### config.mk
export PLATFORM = sky130hd
export DESIGN_NAME = decimal_square_root
export DESIGN_NICKNAME = d
export VERILOG_FILES = /design/src/hdl/dsr_pkg.sv /design/src/hdl/decimal_square_root.sv
export SDC_FILE = /design/constraint.sdc
export NUM_CORES = 1
export LEC_CHECK = 0
export ABC_AREA = 1
export BUFFER_PORTS_ARGS = -buffer_cell sky130_fd_sc_hd__clkbuf_2
export CAP_MARGIN = 5
export CELL_PAD_IN_SITES_DETAIL_PLACEMENT = 1
export CELL_PAD_IN_SITES_GLOBAL_PLACEMENT = 2
export CORE_MARGIN = 2
export CORE_UTILIZATION = 37
export DETAILED_ROUTE_END_ITERATION = 6
export GPL_TIMING_DRIVEN = 0
export PLACE_DENSITY_LB_ADDON = 0.1
export SYNTH_ARGS = -nofsm -noshare
export SYNTH_HDL_FRONTEND = slang
export SYNTH_SLANG_ARGS = --single-unit
### constraint.sdc
create_clock -name clk -period 5.3 [get_ports clk]
set_clock_uncertainty 0.1 [all_clocks]
set_input_delay 0.265 -clock clk [delete_from_list [all_inputs] [get_ports clk]]
set_output_delay 0.265 -clock clk [all_outputs]
set_load 0.03 [all_outputs]
### src/hdl/dsr_pkg.sv
// ----------------------------------------------------------------------------
// dsr_pkg: shared constants and types for the decimal square root block
// Default parameter values, fixed field widths and sequencer state codes.
// ----------------------------------------------------------------------------
package dsr_pkg;

  localparam int RADICAND_BITS_DEF = 31;
  localparam int MAX_PLACES_DEF    = 6;

  localparam int WHOLE_W    = 16;
  localparam int FRACTION_W = 20;
  localparam int PLACES_W   = 3;

  // iterations of the integer root, one root bit each
  localparam int ROOT_STEPS = 16;

  localparam logic [3:0] LAST_DIGIT = 4'd9;

  typedef enum logic [5:0] {
    ST_IDLE  = 6'b000001,
    ST_ROOT  = 6'b000010,
    ST_SETUP = 6'b000100,
    ST_STEP  = 6'b001000,
    ST_NEXT  = 6'b010000,
    ST_DONE  = 6'b100000
  } dsr_state_t;

endpackage

### src/hdl/decimal_square_root.sv
// ----------------------------------------------------------------------------
// decimal_square_root: truncated decimal square root
// Returns floor(sqrt(n)) and the first p decimal fraction digits of sqrt(n).
// ----------------------------------------------------------------------------
// A word is taken when start is high and busy is low; busy then stays high
// until the result goes out. The result is shown for one cycle with out_valid
// and must be taken then, since the block cannot hold it. The sequencer
// first finds the integer root one bit at a time, then for each of the p
// places (values above MAX_PLACES count as MAX_PLACES) it runs a setup
// step, one trial per unit of the digit plus the failing trial (none after
// a nine), and an update step; the root bits and the digit trials share
// one subtract-and-compare unit. A last step sends the word out. busy falls
// in the out_valid cycle, so the next word can start there.
module decimal_square_root #(
  parameter int RADICAND_BITS = dsr_pkg::RADICAND_BITS_DEF,
  parameter int MAX_PLACES    = dsr_pkg::MAX_PLACES_DEF
) (
  input  logic                              clk,
  input  logic                              rst_n,
  input  logic                              start,
  output logic                              busy,
  input  logic [RADICAND_BITS-1:0]          in_radicand,
  input  logic [dsr_pkg::PLACES_W-1:0]      in_decimal_places,
  output logic                              out_valid,
  output logic [dsr_pkg::WHOLE_W-1:0]       out_root_whole,
  output logic [dsr_pkg::FRACTION_W-1:0]    out_root_fraction
);

  // root grows by one decimal digit (under 4 bits) per place
  localparam int RW  = dsr_pkg::WHOLE_W + 4 * MAX_PLACES;
  // remainder scaled by 100 and the trial increment fit in RW + 8 bits
  localparam int TW  = RW + 8;
  localparam int FW  = 4 * MAX_PLACES;
  localparam int FOW = (FW > dsr_pkg::FRACTION_W) ? FW : dsr_pkg::FRACTION_W;
  localparam int NW  = 2 * dsr_pkg::WHOLE_W;

  dsr_pkg::dsr_state_t state_r, state_nxt;

  logic [NW-1:0]                    n_r, n_nxt;
  logic [RW-1:0]                    root_r, root_nxt;
  logic [TW-1:0]                    rem_r, rem_nxt;
  logic [TW-1:0]                    inc_r, inc_nxt;
  logic [FW-1:0]                    frac_r, frac_nxt;
  logic [dsr_pkg::WHOLE_W-1:0]      whole_r, whole_nxt;
  logic [3:0]                       bit_cnt_r, bit_cnt_nxt;
  logic [3:0]                       digit_r, digit_nxt;
  logic [3:0]                       places_r, places_nxt;
  logic                             out_valid_r, out_valid_nxt;
  logic [dsr_pkg::WHOLE_W-1:0]      out_whole_r, out_whole_nxt;
  logic [dsr_pkg::FRACTION_W-1:0]   out_frac_r, out_frac_nxt;

  // shared subtract / compare unit
  logic [TW-1:0] alu_a, alu_b;
  logic [TW:0]   alu_diff;
  logic          alu_ge;

  logic [dsr_pkg::WHOLE_W+2:0] root_pair;
  logic [dsr_pkg::WHOLE_W+1:0] root_trial;
  logic [3:0]                  places_in;
  logic [FOW-1:0]              frac_ext;

  assign root_pair  = {rem_r[dsr_pkg::WHOLE_W:0], n_r[NW-1 -: 2]};
  assign root_trial = {root_r[dsr_pkg::WHOLE_W-1:0], 2'b01};

  assign places_in = (4'(in_decimal_places) > 4'(MAX_PLACES)) ?
                     4'(MAX_PLACES) : 4'(in_decimal_places);

  assign frac_ext = FOW'(frac_r);

  always_comb begin
    if (state_r == dsr_pkg::ST_ROOT) begin
      alu_a = TW'(root_pair);
      alu_b = TW'(root_trial);
    end else begin
      alu_a = rem_r;
      alu_b = inc_r;
    end
    alu_diff = {1'b0, alu_a} - {1'b0, alu_b};
    alu_ge   = ~alu_diff[TW];
  end

  always_comb begin
    state_nxt     = state_r;
    n_nxt         = n_r;
    root_nxt      = root_r;
    rem_nxt       = rem_r;
    inc_nxt       = inc_r;
    frac_nxt      = frac_r;
    whole_nxt     = whole_r;
    bit_cnt_nxt   = bit_cnt_r;
    digit_nxt     = digit_r;
    places_nxt    = places_r;
    out_valid_nxt = 1'b0;
    out_whole_nxt = out_whole_r;
    out_frac_nxt  = out_frac_r;

    case (state_r)
      dsr_pkg::ST_IDLE: begin
        if (start) begin
          n_nxt       = NW'(in_radicand);
          root_nxt    = '0;
          rem_nxt     = '0;
          frac_nxt    = '0;
          places_nxt  = places_in;
          bit_cnt_nxt = 4'(dsr_pkg::ROOT_STEPS - 1);
          state_nxt   = dsr_pkg::ST_ROOT;
        end
      end

      // restoring root: two radicand bits in, one root bit out
      dsr_pkg::ST_ROOT: begin
        n_nxt    = {n_r[NW-3:0], 2'b00};
        root_nxt = {root_r[RW-2:0], alu_ge};
        rem_nxt  = alu_ge ? alu_diff[TW-1:0] : TW'(root_pair);
        bit_cnt_nxt = bit_cnt_r - 4'd1;
        if (bit_cnt_r == 4'd0) begin
          whole_nxt = {root_r[dsr_pkg::WHOLE_W-2:0], alu_ge};
          state_nxt = (places_r == 4'd0) ? dsr_pkg::ST_DONE : dsr_pkg::ST_SETUP;
        end
      end

      // slack = 100*rem, first increment = 20*root + 1
      dsr_pkg::ST_SETUP: begin
        rem_nxt   = (rem_r << 6) + (rem_r << 5) + (rem_r << 2);
        inc_nxt   = (TW'(root_r) << 4) + (TW'(root_r) << 2) + TW'(1);
        digit_nxt = 4'd0;
        state_nxt = dsr_pkg::ST_STEP;
      end

      // need(t+1) - need(t) = 20*root + 2t + 1
      dsr_pkg::ST_STEP: begin
        if (alu_ge) begin
          rem_nxt   = alu_diff[TW-1:0];
          inc_nxt   = inc_r + TW'(2);
          digit_nxt = digit_r + 4'd1;
        end
        if (!alu_ge || digit_r == dsr_pkg::LAST_DIGIT - 4'd1) begin
          state_nxt = dsr_pkg::ST_NEXT;
        end
      end

      dsr_pkg::ST_NEXT: begin
        root_nxt   = (root_r << 3) + (root_r << 1) + RW'(digit_r);
        frac_nxt   = (frac_r << 3) + (frac_r << 1) + FW'(digit_r);
        places_nxt = places_r - 4'd1;
        state_nxt  = (places_r == 4'd1) ? dsr_pkg::ST_DONE : dsr_pkg::ST_SETUP;
      end

      dsr_pkg::ST_DONE: begin
        out_valid_nxt = 1'b1;
        out_whole_nxt = whole_r;
        out_frac_nxt  = frac_ext[dsr_pkg::FRACTION_W-1:0];
        state_nxt     = dsr_pkg::ST_IDLE;
      end

      default: begin
        state_nxt = dsr_pkg::ST_IDLE;
      end
    endcase
  end

  always_ff @(posedge clk) begin
    if (!rst_n) begin
      state_r     <= dsr_pkg::ST_IDLE;
      out_valid_r <= 1'b0;
      bit_cnt_r   <= '0;
      digit_r     <= '0;
      places_r    <= '0;
    end else begin
      state_r     <= state_nxt;
      out_valid_r <= out_valid_nxt;
      bit_cnt_r   <= bit_cnt_nxt;
      digit_r     <= digit_nxt;
      places_r    <= places_nxt;
    end
  end

  always_ff @(posedge clk) begin
    n_r         <= n_nxt;
    root_r      <= root_nxt;
    rem_r       <= rem_nxt;
    inc_r       <= inc_nxt;
    frac_r      <= frac_nxt;
    whole_r     <= whole_nxt;
    out_whole_r <= out_whole_nxt;
    out_frac_r  <= out_frac_nxt;
  end

  assign busy              = (state_r != dsr_pkg::ST_IDLE);
  assign out_valid         = out_valid_r;
  assign out_root_whole    = out_whole_r;
  assign out_root_fraction = out_frac_r;

  // a result word only follows the output cycle of the sequencer
  a_valid_after_done: assert property (@(posedge clk) disable iff (!rst_n)
    out_valid |-> $past(state_r == dsr_pkg::ST_DONE))
    else $error("out_valid without a finished word");

  a_start_takes: assert property (@(posedge clk) disable iff (!rst_n)
    (start && !busy) |=> busy)
    else $error("accepted word did not start the sequencer");

  a_digit_bound: assert property (@(posedge clk) disable iff (!rst_n)
    (state_r == dsr_pkg::ST_STEP) |-> (digit_r < dsr_pkg::LAST_DIGIT))
    else $error("digit trial ran past nine");

  a_places_left: assert property (@(posedge clk) disable iff (!rst_n)
    (state_r == dsr_pkg::ST_SETUP || state_r == dsr_pkg::ST_NEXT) |-> (places_r != 4'd0))
    else $error("digit work with no places left");

  a_one_word: assert property (@(posedge clk) disable iff (!rst_n)
    out_valid |=> !out_valid)
    else $error("result strobe held longer than one cycle");

endmodule
### Word level (Yosys, flattened, before mapping)

Index checks and enable logic that the tools add are counted.

| word-level totals | value |
|---|---|
| output and inout port bits | 38 |
| bits in registers | 259 |
| word-level logic and storage cells | 84 |
| input port bits | 37 |

| operators by class | value |
|---|---|
| multiplexer cells | 28 |
| add/sub/neg operators | 13 |
| $lt $le $gt $ge | 1 |
| equality and inequality tests | 13 |
| reductions and logical operators | 15 |
| bitwise operators | 1 |

Operators with widths:

| cell | count |
|---|---|
| two-way mux 48 bit | 6 |
| one-hot mux 48 bit (4 select lines) | 1 |
| one-hot mux 40 bit (3 select lines) | 1 |
| adder 48 bit | 2 |
| one-hot mux 48 bit (2 select lines) | 1 |
| one-hot mux 32 bit (2 select lines) | 1 |
| subtractor 48 x 48 -> 49 bit | 1 |
| adder 48 x 2 -> 48 bit (second input constant) | 1 |
| adder 45 x 1 -> 46 bit (second input constant) | 1 |
| adder 44 x 42 -> 45 bit | 1 |
| adder 40 x 4 -> 40 bit | 1 |
| adder 40 bit | 1 |
| two-way mux 40 bit | 1 |
| one-hot mux 20 bit (2 select lines) | 1 |
| two-way mux 32 bit | 1 |
| two-way mux 6 bit | 5 |
| one-hot mux 6 bit (5 select lines) | 1 |
| one-hot mux 4 bit (2 select lines) | 3 |
| adder 20 bit | 1 |
| adder 20 x 4 -> 20 bit | 1 |
| two-way mux 20 bit | 1 |
| two-way mux 4 bit | 3 |
| AND reduction 2 bit | 5 |
| zero test 4 bit | 2 |
| other kinds (22) | 28 |

### Depth between registers and ports, before layout

Gate-level depths: netlist of run 1.

| depth | value |
|---|---|
| word-level depth | 6 |
| depth in mapped cells | 23 |
| depth with buffers taken out | 21 |

### Least setup slack after synthesis of run 1

Ideal clock, no wire load.

| timing | value |
|---|---|
| path kind | register to register |
| start point | register state_r[2] |
| end point | register inc_r[10] (enable) |
| cell stages (with the launch flop) | 18 |
| slack | 1.252 ns |
| path buffers | 2 |
| setup time | 0.401 ns |
| arrival time | 3.546 ns |
| required time | 4.799 ns |
| period minus slack after synthesis | 4.048 ns |
| cells stage by stage | dfxtp_1 -> nor2_2 -> nand3_2 -> inv_2 -> buf_2 -> buf_1 -> nor2_1 -> ha_1 -> nand2_2 -> nor2_2 -> inv_2 -> nor2_4 -> nand2_1 -> nor2_1 -> nand2_2 -> nand4_1 -> nand2_1 -> inv_1 |

| on the way | value |
|---|---|
| longest elaborated chain between the ends | 5 |
| elaborated cells on any way between the ends | 9 |
| those cells by class | 1 x add/sub; 4 x eq/ne; 2 x mux; 2 x reduce/logical |

RTL lines:

| element | line | text |
|---|---|---|
| start, declared | decimal_square_root.sv:37 | `dsr_pkg::dsr_state_t state_r, state_nxt;` |
| start signal, assigned | decimal_square_root.sv:164 | `state_r <= dsr_pkg::ST_IDLE;` |
| start signal, assigned | decimal_square_root.sv:170 | `state_r <= state_nxt;` |
| equality test 6 x 2 -> 1 bit | decimal_square_root.sv:71 | `if (state_r == dsr_pkg::ST_ROOT) begin` |
| two-way mux 48 bit | decimal_square_root.sv:71 |  |
| subtractor 48 x 48 -> 49 bit | decimal_square_root.sv:78 | `alu_diff = {1'b0, alu_a} - {1'b0, alu_b};` |
| != test 2 bit (no source line) | n/a |  |
| AND reduction 2 bit (no source line) (*) | n/a |  |
| end signal, assigned | decimal_square_root.sv:182 | `inc_r <= inc_nxt;` |
| end, declared | decimal_square_root.sv:42 | `logic [TW-1:0] inc_r, inc_nxt;` |

Mark *: on every way between the ends. The rest lies on a longest branch, timed or not.
A chain may end at the register's enable or synchronous reset.

### Worst setup path after layout of run 1

| timing | value |
|---|---|
| start point | register state_r[2] |
| end point | register rem_r[40], data pin |

| on the way | value |
|---|---|
| longest elaborated chain between the ends | 5 |
| elaborated cells on any way between the ends | 10 |
| those cells by class | 1 x add/sub; 4 x eq/ne; 5 x mux |

RTL lines:

| element | line | text |
|---|---|---|
| equality test 6 x 2 -> 1 bit | decimal_square_root.sv:71, decimal_square_root.sv:97 |  |
| two-way mux 48 bit | decimal_square_root.sv:71 |  |
| subtractor 48 x 48 -> 49 bit | decimal_square_root.sv:78 |  |
| two-way mux 48 bit, on equally long branches | decimal_square_root.sv:132, decimal_square_root.sv:114 |  |
| one-hot mux 48 bit (4 select lines) (*) | decimal_square_root.sv:97 | `case (state_r)` |
| end signal, assigned | decimal_square_root.sv:181 | `rem_r <= rem_nxt;` |
| end, declared | decimal_square_root.sv:41 | `logic [TW-1:0] rem_r, rem_nxt;` |

Mark *: on every way between the ends. The rest lies on a longest branch, timed or not. The select of a mux whose other input is x is not followed.

==> results of run 1 <==
-- registers in the layout, summed over array words and instances, names as in the netlist --
name,flops
rem_r,48
n_r,32
frac_ext,20
bit_cnt_r,4
root_r,40
places_r,4
out_root_whole,16
out_root_fraction,20
digit_r,4
state_r,6
inc_r,47
out_valid,1
whole_r,16
-- cell type report --
class	count	area share
Clock buffer	45	0.0320
Multi-Input combinational cell	2950	0.565
Inverter	456	0.0584
Clock inverter	21	0.0109
Sequential cell	258	0.256
Tap cell	940	0.0399
Antenna cell	1	0.0000848
Timing Repair Buffer	119	0.0287
Buffer	53	0.00865
-- layer usage --
metal	GRT usage	up-vias
met1	0.438	13203
li1	-	12721
met5	0	-
met2	0.469	792
met3	0.0585	100
met4	0.0566	0
-- critical path, stage by stage (launching register included) --
cell,delay (ns)
dfxtp_1,0.34
nor2_2,0.24
nand3_2,0.28
inv_6,0.28
clkbuf_2,0.44
o21ai_0,0.26
fa_1,0.51
nand3_1,0.09
nand2_1,0.25
nand2_1,0.15
nand2_1,0.21
nand2_1,0.14
nand2_2,0.11
nand2_2,0.16
nand3_4,0.20
nand2_4,0.21
nand2_4,0.13
buf_8,0.19
nand3_1,0.25
o21ai_2,0.09
-- synth_stat cells (all sizes together) --
cell / number / share of area
nand2: 1030 / 0.15
inv: 455 / 0.065
nor2: 447 / 0.066
o21ai: 306 / 0.059
a21oi: 290 / 0.055
edfxtp: 239 / 0.27
ha: 207 / 0.099
nand3: 196 / 0.038
fa: 83 / 0.064
nor3: 55 / 0.011
nand4: 49 / 0.012
xor2: 45 / 0.015
o21bai: 39 / 0.011
xnor2: 39 / 0.013
clkbuf: 31 / 0.0044
o21a: 25 / 0.0072
buf: 22 / 0.0045
nor4: 22 / 0.0053
nand3b: 21 / 0.0060
a21boi: 19 / 0.0055
dfxtp: 19 / 0.015
or2: 14 / 0.0033
a21o: 13 / 0.0037
o22ai: 7 / 0.0017
a31oi: 6 / 0.0014
and3: 6 / 0.0014
and2: 5 / 0.0012
o31ai: 5 / 0.0014
o211ai: 4 / 0.0011
o311ai: 3 / 0.0010
a221oi: 2 / 0.00067
a22oi: 2 / 0.00057
o32ai: 2 / 0.00067
a211oi: 1 / 0.00029
a311oi: 1 / 0.00033
a31o: 1 / 0.00033
a32o: 1 / 0.00038
clkinv: 1 / 0.00014
nor3b: 1 / 0.00029
nor4b: 1 / 0.00033
o221ai: 1 / 0.00033
o31a: 1 / 0.00033
-- path summary, 6_finish.rpt --
check	end	from	depth (start not counted)
worst min-delay path	places_r[1]	start	5
worst max register to register	rem_r[40]	state_r[2]	19
worst max-delay path	rem_r[40]	state_r[2]	19
worst min register to register	out_root_whole[2]	whole_r[2]	0
-- kinds of logic after synthesis --
kind of cell | share of synthesized area
compound gates | 0.152
fa+ha+maj | 0.163
xor+xnor | 0.0281
buf+inv | 0.0744
simple gates | 0.294
flops | 0.289
-- per-stage QoR --
stage	cells	area [sq um]	util	setup TNS (ns)	hold WS, ns
6_report	4843	29500	0.421	0	0.0875
4_1_cts	4841	29500	0.421	0	0.0656
5_1_grt	4842	29500	0.421	0	0.116
2_1_floorplan	3717	26200	-	0	0.267
3_5_place_dp	4739	27800	0.397	-23.17	0.306
3_3_place_gp	4731	27700	0.396	-95.09	0.305
-- timing repair --
| action | in CTS | in global routing |
|---|---|---|
| endpoints found under the hold margin | 38 | 0 |
| setup buffers | 0 | 1 |
| gates resized for setup | 10 | 10 |
| endpoints found under the setup margin | 114 | 62 |
| hold buffers | 36 | 0 |
==> impl_results.md, run 1 <==
- Status: complete, no violations
- Crit-path max FO: 10
- Via density: roughly 5.5
- Crit start category: flip-flop
- Met2 wire length: slightly below 50 mm
- Synthesized Nets: 4,044
- Rows: 97
- CP Capture Type: flip-flop
- Met1 Routed Length: between 50 and 60 mm
- DRC viols: 0
- Area Growth Syn to Fin: 12.8%
- CTS Buffer Depth: 3
- Most common cell after layout, fill and taps aside: nand2_1
- Nets: 4,201
- IO Count: 75
- RSZ-0062 raised after global routing: no
- HPWL after DPL: 93.8 mm
- Vias in the first global route: 27,456
- Measured slew at the worst slew-check pin: 1.06 ns
- Initial DRC count: 2,022
- Avg Inst Size Synth: 7.04 sq um
- CTS tree: built
- Post-Syn Instances: between 3,000 and 4,000
- # H-tree levels: 2
- Worst path required time: roughly 5.5 ns
- Minimum clock period: 4.95 ns
- Tcrit/Tclk final: 0.934
- Layout cells sized above 1: 0.0546
- Post-Route WL: 112 mm
- Vias: ~27,000
- # fillers: 8,968
- Synth cell types: between 50 and 60
- Clock sinks: around 260
- Reg2reg setup slack: between 0.3 and 0.4 ns
- Pre-antenna DRT Iters: 5
- Pre-CTS WS: -0.404 ns
- Kind of critical path: reg2reg
- Clk_lat worst skew: 0.59 ns
- Worst relative slew slack: 0.296
- ANT nets after route: 0
- Mapped Area: around 0.026 sq mm
- Final Hold Fails: 0
- Initial antenna violation count: 6
- Maxcap violations: 0
- GRT Util Overall: 0.302
- Global-route wire length before repair: 168 mm
- #FFs+latches synth: 258
- Final setup fails: 0
- Critical path arrival: slightly above 5 ns
- Avg WL per Cell: around 23 um
- Register area: about 0.0076 sq mm
- Worst Hold Class: in2reg
- PnR worst setup slack: 0.351 ns
- Port buffer count: 74
- Final slew viol count: 0
- Clock-pin slew on the worst setup and hold paths: 0.06 ns
- Root buf cell: clkbuf_16
- Uppermost routed layer: met4
- Area occupied by multi-input gates: about 0.017 sq mm
- Height of the die: approximately 270 um
- Core area: 0.0700 sq mm
- Cts bufs inserted: 36
- Met3 wire len: around 8.6 mm
- Die area: 0.0728 sq mm
- Most frequent cells in the layout: nand2_1, inv_1, nor2_1, a21oi_1, o21ai_0
- Pin count of the biggest net entering global routing: a little over 40
- Grt ovf: 0
- Post-synthesis sequential area ratio: 0.289
- Max Freq: 202 MHz
- Initial Util: 0.374
- Die Span X: 270 um
- Gpl congestion: 0.973
- Synthesis Warnings: 0
Power of run 1 is left out: the tool's default activity adds up to more than one toggle a clock period on the data nets, which glitch-free logic cannot reach.
==> run 2, diff against run 1 <==
Settings changed: CAP_MARGIN 5 to 20, RECOVER_POWER set to 100.
==> run 2 against run 1 <==
- the flow now finishes with violations (capacitance limit, slew limit)
- setup slack lost 0.069 ns
- sequential share of layout area grew 0.12 points
- routed wire length about the same
- die area unchanged
- cell area decreased by 0.45%
- clock-buffer cell count unchanged
==> impl_results.md, run 2 (synthesis results as in run 1) <==
- CTS tree: built
- Worst path required time: 5.50 ns
- Max reg flops: between 40 and 50
- DRC viols: 0
- CTS Buffer Depth: 3
- Failing checks: capacitance limit, slew limit
- HPWL after DPL: between 90 and 100 mm
- Nets: 4,201
- Maxcap violations: 2
- Gpl congestion: 0.973
- Port buffer count: 74
- Crit-path max FO: 11
- Clk_lat worst skew: 0.58 ns
- Met1 Routed Length: 53.3 mm
- Clock-pin slew on the worst setup and hold paths: about 0.060 ns
- Initial DRC count: 2,154
- Global-route wire length before repair: 168 mm
- PnR worst setup slack: between 0.2 and 0.3 ns
- Kind of critical path: reg2reg
- Status: finished with violations
- Reg with most FFs: rem_r
- Most frequent cells in the layout: nand2_1, inv_1, nor2_1, o21ai_0, a21oi_1
- Vias in the first global route: 27,456
- Max Freq: ~200 MHz
- Initial Util: 0.374
- Initial antenna violation count: 6
- Area Growth Syn to Fin: 12.3%
- ANT nets after route: 0
- Critical path arrival: 5.22 ns
- Layout cells sized above 1: 0.0390
- Hold_ws: ~0.089 ns
- Met2 wire length: 48.2 mm
- Post-place instance area: 0.0278 sq mm
- Minimum clock period: 5.02 ns
- # H-tree levels: 2
- CP Capture Type: flip-flop
- Worst Hold Class: in2reg
- Largest regs: rem_r x48, inc_r x47, root_r x40
- Die Span X: 270 um
- IO Count: 75
- Grt ovf: 0
- Cell area after layout: 0.0294 sq mm
- Avg WL per Cell: between 20 and 25 um
- Met3 wire len: 8.76 mm
- GRT Util Overall: 0.302
- Final Hold Fails: 0
- Final slew viol count: 66
- Pre-antenna DRT Iters: 5
- Root buf cell: clkbuf_16
- Cts bufs inserted: 36
- Measured slew at the worst slew-check pin: 2.06 ns
- Via density: 5.53
- Tcrit/Tclk final: 0.947
- Worst relative slew slack: -0.371
- RSZ-0062 raised after global routing: no
- Pre-CTS WS: -0.404 ns
- Clock sinks: 258
- Final setup fails: 0
- # fillers: 9,006
- Rows: 97
- Die area: 0.0728 sq mm
- Crit start category: flip-flop
- Most common cell after layout, fill and taps aside: nand2_1
- Post-Route WL: between 100 and 150 mm
- Pin count of the biggest net entering global routing: 41
- Core area: between 0.07 and 0.08 sq mm
- Vias: roughly 27,000
- Height of the die: between 200 and 300 um
- Uppermost routed layer: met4
==> run 2: cell types whose count changed in the layout (fill, tap and decap cells not counted), sizes merged <==
cell and delta:
buf -15, clkbuf +15, diode +2
==> run 2: final cells by class <==
type | instances | area [sq um] | area share
multi-input cells | 2950 | 16600 | 0.567
flip-flops and latches | 258 | 7560 | 0.257
inverters | 456 | 1720 | 0.0586
well taps | 940 | 1180 | 0.0401
clock buffers | 45 | 945 | 0.0322
repair buffers | 119 | 753 | 0.0256
clock inverters | 21 | 320 | 0.0109
plain buffers | 53 | 239 | 0.00814
diodes | 3 | 7.51 | 0.000256
==> run 2: stage by stage <==
stage	util	instances	setup TNS, ns
2_1_floorplan	-	3717	0
3_3_place_gp	0.396	4731	-95.09
3_5_place_dp	0.397	4739	-23.17
4_1_cts	0.421	4841	0
5_1_grt	0.419	4843	0
6_report	0.419	4845	0
==> run 2: worst paths after layout <==
| check | from | endpoint | slack [ns] | cells after the start |
|---|---|---|---|---|
| worst max-delay path | state_r[2] | rem_r[40] | 0.28 | 19 |
| worst min-delay path | start | places_r[1] | 0.09 | 5 |
| worst max register to register | state_r[2] | rem_r[40] | 0.28 | 19 |
| worst min register to register | whole_r[12] | out_root_whole[12] | 0.32 | 0 |
==> run 2: layer usage <==
layer / up-vias / track usage
met5: - / 0
met4: 0 / 0.0566
met3: 112 / 0.0585
met2: 807 / 0.469
met1: 13141 / 0.438
li1: 12721 / -
==> run 2: critical path, cell delays in order, from the launching register on <==
cell	delay, ns
dfxtp_1	0.33
nor2_2	0.24
nand3_2	0.28
clkbuf_2	0.39
clkbuf_1	0.40
o21ai_0	0.52
ha_1	0.37
nand2_1	0.14
inv_1	0.06
nand2_1	0.06
nand2_1	0.08
a21oi_1	0.30
nand2_2	0.17
nand2_2	0.17
nand3_4	0.20
nand2_4	0.20
nand2_4	0.12
buf_8	0.18
nand3_1	0.23
o21ai_0	0.15
==> run 2: repair_timing <==
item	in CTS	in global routing
hold buffers	36	0
buffers inserted	0	1
cloned	0	0
resized for setup	10	10
setup endpoints to repair	114	62
endpoints found under the hold margin	38	0
Power of run 2 is left out for the same reason.
